===== src/design/kiss_pkg.sv =====
`timescale 1ns / 1ps

package kiss_pkg;

  // Field widths
  localparam int unsigned WordW = 32;
  localparam int unsigned HalfW = 16;
  localparam int unsigned CfgIdxW = 2;

  // Command codes
  localparam logic CMD_RESEED = 1'b0;
  localparam logic CMD_DRAW   = 1'b1;

  // Configuration register indexes
  localparam logic [CfgIdxW-1:0] CFG_SEED_Z     = 2'd0;
  localparam logic [CfgIdxW-1:0] CFG_SEED_W     = 2'd1;
  localparam logic [CfgIdxW-1:0] CFG_SEED_JSR   = 2'd2;
  localparam logic [CfgIdxW-1:0] CFG_SEED_JCONG = 2'd3;

  // Seed values after reset
  localparam logic [WordW-1:0] RST_SEED_Z     = 32'd362436069;
  localparam logic [WordW-1:0] RST_SEED_W     = 32'd521288629;
  localparam logic [WordW-1:0] RST_SEED_JSR   = 32'd123456789;
  localparam logic [WordW-1:0] RST_SEED_JCONG = 32'd380116160;

  // Generator constants
  localparam logic [WordW-1:0] MWC_Z_MULT = 32'd36969;
  localparam logic [WordW-1:0] MWC_W_MULT = 32'd18000;
  localparam logic [WordW-1:0] CONG_MULT  = 32'd69069;
  localparam logic [WordW-1:0] CONG_INC   = 32'd12345;

  // Sequencer states
  typedef enum logic [2:0] {
    ST_IDLE,
    ST_MUL_Z,
    ST_MUL_W,
    ST_MUL_CONG,
    ST_CONG_ADD,
    ST_COMBINE,
    ST_MUL_RANGE,
    ST_RANGE_OUT
  } state_e;

endpackage


===== src/design/kiss_random_generator.sv =====
`timescale 1ns / 1ps

// KISS random generator with one shared 32x32 multiplier. A reseed transfer
// (command 0) loads the four state words from the seed registers in the
// accepting cycle and returns nothing; the block is ready again the next cycle.
// A draw transfer (command 1) runs a seven-step sequence on the shared
// multiplier: the two multiply-with-carry products, the congruential product,
// the combine, and the range product word * (range_high - range_low), to which
// the word itself is added to form word * span. When the output register is
// free, the result is registered in the last step and the block returns to
// idle, where it takes the next item; no new item is accepted while a draw
// runs its sequence. The output register holds a result until it is taken,
// and a new draw waits in its last step only if the previous result is still
// pending.
// random_word read as unsigned 0.32 is the uniform fraction, read as signed
// Q1.31 the symmetric value. Seed writes may come at any time and take effect
// at the next reseed transfer.
module kiss_random_generator (
  input  logic        clk_i,
  input  logic        rst_ni,
  // configuration write port
  input  logic        cfg_we_i,
  input  logic [1:0]  cfg_index_i,
  input  logic [31:0] cfg_wdata_i,
  // input channel
  input  logic        in_valid_i,
  output logic        in_ready_o,
  input  logic        command_i,
  input  logic [31:0] range_low_i,
  input  logic [31:0] range_high_i,
  // output channel
  output logic        out_valid_o,
  input  logic        out_ready_i,
  output logic [31:0] random_word_o,
  output logic [31:0] range_value_o
);

  import kiss_pkg::*;

  // Seed registers
  logic [WordW-1:0] seed_z_q, seed_w_q, seed_jsr_q, seed_jcong_q;

  // Generator state
  logic [WordW-1:0] z_q, z_d, w_q, w_d, jsr_q, jsr_d, jcong_q, jcong_d;

  // Working registers
  state_e             state_q, state_d;
  logic [WordW-1:0]   low_q, low_d;
  logic [WordW-1:0]   diff_q, diff_d;
  logic [WordW-1:0]   word_q, word_d;
  logic [2*WordW-1:0] prod_q;

  // Output register
  logic             out_valid_q, out_valid_d;
  logic [WordW-1:0] out_word_q, out_word_d;
  logic [WordW-1:0] out_range_q, out_range_d;

  // Shared multiplier
  logic [WordW-1:0]   mul_a, mul_b;
  logic [2*WordW-1:0] mul_p;
  assign mul_p = mul_a * mul_b;

  // Xorshift step
  logic [WordW-1:0] xs1, xs2, xs3;
  assign xs1 = jsr_q ^ (jsr_q << 17);
  assign xs2 = xs1 ^ (xs1 >> 13);
  assign xs3 = xs2 ^ (xs2 << 5);

  // Final range sum: word * diff + word, upper half, plus low
  logic [2*WordW:0] scaled_sum;
  assign scaled_sum = {1'b0, prod_q} + {{(WordW+1){1'b0}}, word_q};

  logic in_xfer;
  assign in_xfer    = in_valid_i && in_ready_o;
  assign in_ready_o = (state_q == ST_IDLE);

  // Sequencer and datapath control
  always_comb begin
    state_d     = state_q;
    z_d         = z_q;
    w_d         = w_q;
    jsr_d       = jsr_q;
    jcong_d     = jcong_q;
    low_d       = low_q;
    diff_d      = diff_q;
    word_d      = word_q;
    out_word_d  = out_word_q;
    out_range_d = out_range_q;
    out_valid_d = out_valid_q && !out_ready_i;
    mul_a       = MWC_Z_MULT;
    mul_b       = {{HalfW{1'b0}}, z_q[HalfW-1:0]};
    case (state_q)
      ST_IDLE: begin
        if (in_xfer) begin
          if (command_i == CMD_RESEED) begin
            z_d     = seed_z_q;
            w_d     = seed_w_q;
            jsr_d   = seed_jsr_q;
            jcong_d = seed_jcong_q;
          end else begin
            low_d   = range_low_i;
            diff_d  = range_high_i - range_low_i;
            state_d = ST_MUL_Z;
          end
        end
      end
      ST_MUL_Z: begin
        mul_a   = MWC_Z_MULT;
        mul_b   = {{HalfW{1'b0}}, z_q[HalfW-1:0]};
        state_d = ST_MUL_W;
      end
      ST_MUL_W: begin
        z_d     = prod_q[WordW-1:0] + (z_q >> HalfW);
        mul_a   = MWC_W_MULT;
        mul_b   = {{HalfW{1'b0}}, w_q[HalfW-1:0]};
        state_d = ST_MUL_CONG;
      end
      ST_MUL_CONG: begin
        w_d     = prod_q[WordW-1:0] + (w_q >> HalfW);
        jsr_d   = xs3;
        mul_a   = CONG_MULT;
        mul_b   = jcong_q;
        state_d = ST_CONG_ADD;
      end
      ST_CONG_ADD: begin
        jcong_d = prod_q[WordW-1:0] + CONG_INC;
        state_d = ST_COMBINE;
      end
      ST_COMBINE: begin
        word_d  = (((z_q << HalfW) + w_q) ^ jcong_q) + jsr_q;
        state_d = ST_MUL_RANGE;
      end
      ST_MUL_RANGE: begin
        mul_a   = word_q;
        mul_b   = diff_q;
        state_d = ST_RANGE_OUT;
      end
      ST_RANGE_OUT: begin
        // keep the range product steady while waiting
        mul_a = word_q;
        mul_b = diff_q;
        // wait here only while the previous result is not yet taken
        if (!out_valid_q || out_ready_i) begin
          out_word_d  = word_q;
          out_range_d = scaled_sum[2*WordW-1:WordW] + low_q;
          out_valid_d = 1'b1;
          state_d     = ST_IDLE;
        end
      end
      default: begin
        state_d = ST_IDLE;
      end
    endcase
  end

  // State register and control
  always_ff @(posedge clk_i or negedge rst_ni) begin
    if (!rst_ni) begin
      state_q     <= ST_IDLE;
      out_valid_q <= 1'b0;
      z_q         <= RST_SEED_Z;
      w_q         <= RST_SEED_W;
      jsr_q       <= RST_SEED_JSR;
      jcong_q     <= RST_SEED_JCONG;
    end else begin
      state_q     <= state_d;
      out_valid_q <= out_valid_d;
      z_q         <= z_d;
      w_q         <= w_d;
      jsr_q       <= jsr_d;
      jcong_q     <= jcong_d;
    end
  end

  // Seed registers
  always_ff @(posedge clk_i or negedge rst_ni) begin
    if (!rst_ni) begin
      seed_z_q     <= RST_SEED_Z;
      seed_w_q     <= RST_SEED_W;
      seed_jsr_q   <= RST_SEED_JSR;
      seed_jcong_q <= RST_SEED_JCONG;
    end else if (cfg_we_i) begin
      case (cfg_index_i)
        CFG_SEED_Z:     seed_z_q     <= cfg_wdata_i;
        CFG_SEED_W:     seed_w_q     <= cfg_wdata_i;
        CFG_SEED_JSR:   seed_jsr_q   <= cfg_wdata_i;
        CFG_SEED_JCONG: seed_jcong_q <= cfg_wdata_i;
        default: ;
      endcase
    end
  end

  // Payload registers
  always_ff @(posedge clk_i) begin
    low_q       <= low_d;
    diff_q      <= diff_d;
    word_q      <= word_d;
    prod_q      <= mul_p;
    out_word_q  <= out_word_d;
    out_range_q <= out_range_d;
  end

  assign out_valid_o   = out_valid_q;
  assign random_word_o = out_word_q;
  assign range_value_o = out_range_q;

endmodule


===== config.mk =====
export PLATFORM = sky130hd
export DESIGN_NAME = kiss_random_generator
export DESIGN_NICKNAME = d
export VERILOG_FILES = /design/src/design/kiss_pkg.sv /design/src/design/kiss_random_generator.sv
export SDC_FILE = /design/constraint.sdc
export NUM_CORES = 2
export LEC_CHECK = 0
export BUFFER_PORTS_ARGS = -buffer_cell sky130_fd_sc_hd__buf_2
export CAP_MARGIN = 40
export CELL_PAD_IN_SITES_DETAIL_PLACEMENT = 0
export CELL_PAD_IN_SITES_GLOBAL_PLACEMENT = 1
export CORE_ASPECT_RATIO = 0.7
export CORE_MARGIN = 2
export CORE_UTILIZATION = 45
export CTS_CLUSTER_DIAMETER = 200
export DETAILED_ROUTE_END_ITERATION = 8
export PLACE_DENSITY = 0.86
export SETUP_SLACK_MARGIN = 0.5
export SYNTH_ARGS = -nofsm -noshare
export SYNTH_HDL_FRONTEND = slang
export SYNTH_SLANG_ARGS = --single-unit

===== constraint.sdc =====
create_clock -name clk_i -period 24.1 [get_ports clk_i]
set_input_delay 2.41 -clock clk_i [delete_from_list [all_inputs] [get_ports clk_i]]
set_output_delay 2.41 -clock clk_i [all_outputs]
set_load 0.01 [all_outputs]

==> impl_metrics.ini <==
[critical_path]
crit_end = prod_q[62]
cpMostUsedCell = fa_1
cp.arrival_ns = 11.69
cp_slowest_stage_delay_ns = 0.59
worstRegToRegCells = 31
critPathKind = flop to flop
cp_max_fo = 51
critPathCaptureType = flop
critPathSlowestCell = buf_4
cp.required_ns = 24.66
timing.rr.start = state_q[0]
r2r-end = prod_q[62]
cp-start-kind = flop
startpoint = state_q[0]
regToRegSetupSlack_ns = 12.97

[grt]
grt_pass1_vias = 50080
grt-ovfl-total = 0
grt_usage_pct = 34.38
grt_pass1_wl_mm = 342.7
grt_max_degree = 82
antenna_found_initial = 16

[detailed_routing]
vias = 50610
via_per_inst = 6.002
drc = 0
dr.first_iter.drc_count = 6692
ant_nets = 0
dr.pass1.iters = 6
wire_per_inst_um = 27.87
wl_mm = 235.0

[floorplan]
core_area_um2 = 133100
io_pins = 170
num_rows = 112
die-area_um2 = 137100
initial_utilization_pct = 45.33
die_w_um = 441.7
dieHeight_um = 310.4

[cts]
ctsHoldBuffers = 0
post-cts-setup-buffer-count = 0
ctsLongestPathBuffers = 3
clock_sinks = 484
cts_made_buffers = 55
clk_latency_ns = 0.67
root_buffer = clkbuf_16
htreeDepth = 2
cts_resized = 0
cts_tree = built
clk_pin_slew_worst_paths_ns = 0.07

[synth]
postSynthCellCount = 6535
yosys_warnings = 0
synth_edf_count = 160
ys.flop_type = edfxtp_1
synthTopCellsByArea = fa_1 (30%), ha_1 (9.1%), edfxtp_1 (8.0%)
synth_fp_nets = 7980
synth_cell_types = 81
synth.top_cell.area_share_pct = 29.92
synth_area_per_cell_um2 = 9.235
syn_area_um2 = 60350
synth_seq_cells = 484
synth_seq_area_share_pct = 21.11
synth_async_sr_flop_share_pct = 53.72
yosys.area.top_type = fa_1

[finish]
drive_above_1_share_pct = 11.02
final_common_cell = inv_1
nets = 8056
final_cell_mix = inv_1 (975), fa_1 (902), nor2_1 (761)
area_delta_synth_final_pct = 9.243

[place]
hpwl_mm = 184.6
portBuffers = 169
place_congestion = 1.131

[timing]
finalSetupTns_ns = 0
finalCriticalPeriod_ns = 11.13
max-slew-margin-rel_pct = 31.62
tightest_slew_ns = 1.015
max_freq_mhz = 89.85
finClkSkew_ns = 0.03672
min_period_over_period_pct = 46.18
rsz0062_at_grt = no
hold_viol = 0
setup_violations = 0
drv_slew = 0

[min_path]
hp-class = flop to flop

[status]
outcome = completed

[flow_run]
max_cap_viol_count = 0
[through the flow]
| step | instance area, um2 | hold slack, ns | instances | setup slack [ns] | utilization (%) |
|---|---|---|---|---|---|
| finish | 65930 | 0.4818 | 8432 | 12.97 | 49.52 |
| CTS | 65870 | 0.4856 | 8423 | 13.30 | 49.48 |
| detailed placement | 63990 | 0.4760 | 8319 | 13.36 | 48.07 |
| floorplan | 60350 | 0.4499 | 6535 | 15.36 | - |
| global placement | 63500 | 0.4711 | 8293 | 13.33 | 47.70 |
| global route | 65910 | 0.5008 | 8425 | 12.77 | 49.51 |
[layer usage]
metal	track usage (%)	part of all wire, %	wire, um	vias up
li1	-	-	-	21220
met1	48.54	42	97710	25400
met2	44.98	37	86800	3542
met3	18.36	18	42770	442
met4	8.967	3.1	7265	12
met5	2.105	0.19	451	-
[critical path: cells and delay by family (launching register included)]
family | cells | cell delay (ns)
buffers and inverters | 8 | 2.21
flip-flops | 1 | 0.40
AO/OA/AOI/OAI | 4 | 1.18
adder cells (fa/ha/maj) | 10 | 4.54
XOR/XNOR | 1 | 0.18
AND/OR/NAND/NOR | 8 | 2.44
[sequential cells by signal, summed over array words and instances (netlist names)]
name,count
prod_q,64
diff_q,32
jcong_q,32
jsr_q,32
low_q,32
random_word_o,32
range_value_o,32
seed_jcong_q,32
seed_jsr_q,32
seed_w_q,32
seed_z_q,32
w_q,32
word_q,32
z_q,32
state_q,3
out_valid_o,1
[how the worst min path moves through the flow]
stage	depth (start not counted)	from	endpoint	slack (ns)
floorplan	0	word_q[10]	random_word_o[10]	0.45
global placement	2	z_q[23]	z_q[23]	0.47
detailed placement	2	z_q[23]	z_q[23]	0.48
CTS	2	seed_z_q[5]	z_q[5]	0.49
global route	2	z_q[23]	z_q[23]	0.50
finish	2	z_q[23]	z_q[23]	0.48
[cells by family (layout without fill, tap and decap cells)]
family / count (synthesis) / after routing / share of synthesized area, %
other cells: 0 / 7 / 0
simple gates: 1918 / 1918 / 13.49
flops: 484 / 484 / 21.11
xor+xnor: 336 / 336 / 4.899
mux: 156 / 156 / 2.865
compound gates: 1016 / 1016 / 10.63
fa+ha+maj: 1341 / 1341 / 39.02
buf+inv: 1284 / 1407 / 7.986
[cell type report]
class / count / area [um2]
Fill cell: 12360 / 67200
Tap cell: 1767 / 2211
Timing Repair Buffer: 327 / 2354
Sequential cell: 484 / 12740
Multi-Input combinational cell: 4767 / 43050
Antenna cell: 7 / 17.52
Inverter: 976 / 3664
Clock inverter: 29 / 300.3
Clock buffer: 75 / 1584
[Yosys cell counts (87+ instances only)]
cell type / n
dfstp_2: 120
dfrtp_1: 140
nor2_1: 765
o21ai_0: 202
xnor2_1: 221
xor2_1: 114
fa_1: 902
nand2_1: 758
inv_1: 975
clkbuf_1: 285
nand3_1: 87
ha_1: 439
mux2_2: 134
edfxtp_1: 160
a21o_1: 112
a21oi_1: 322
Power is not shown: default switching activity piles up to over one toggle a cycle in this logic, so the estimate is an artifact.
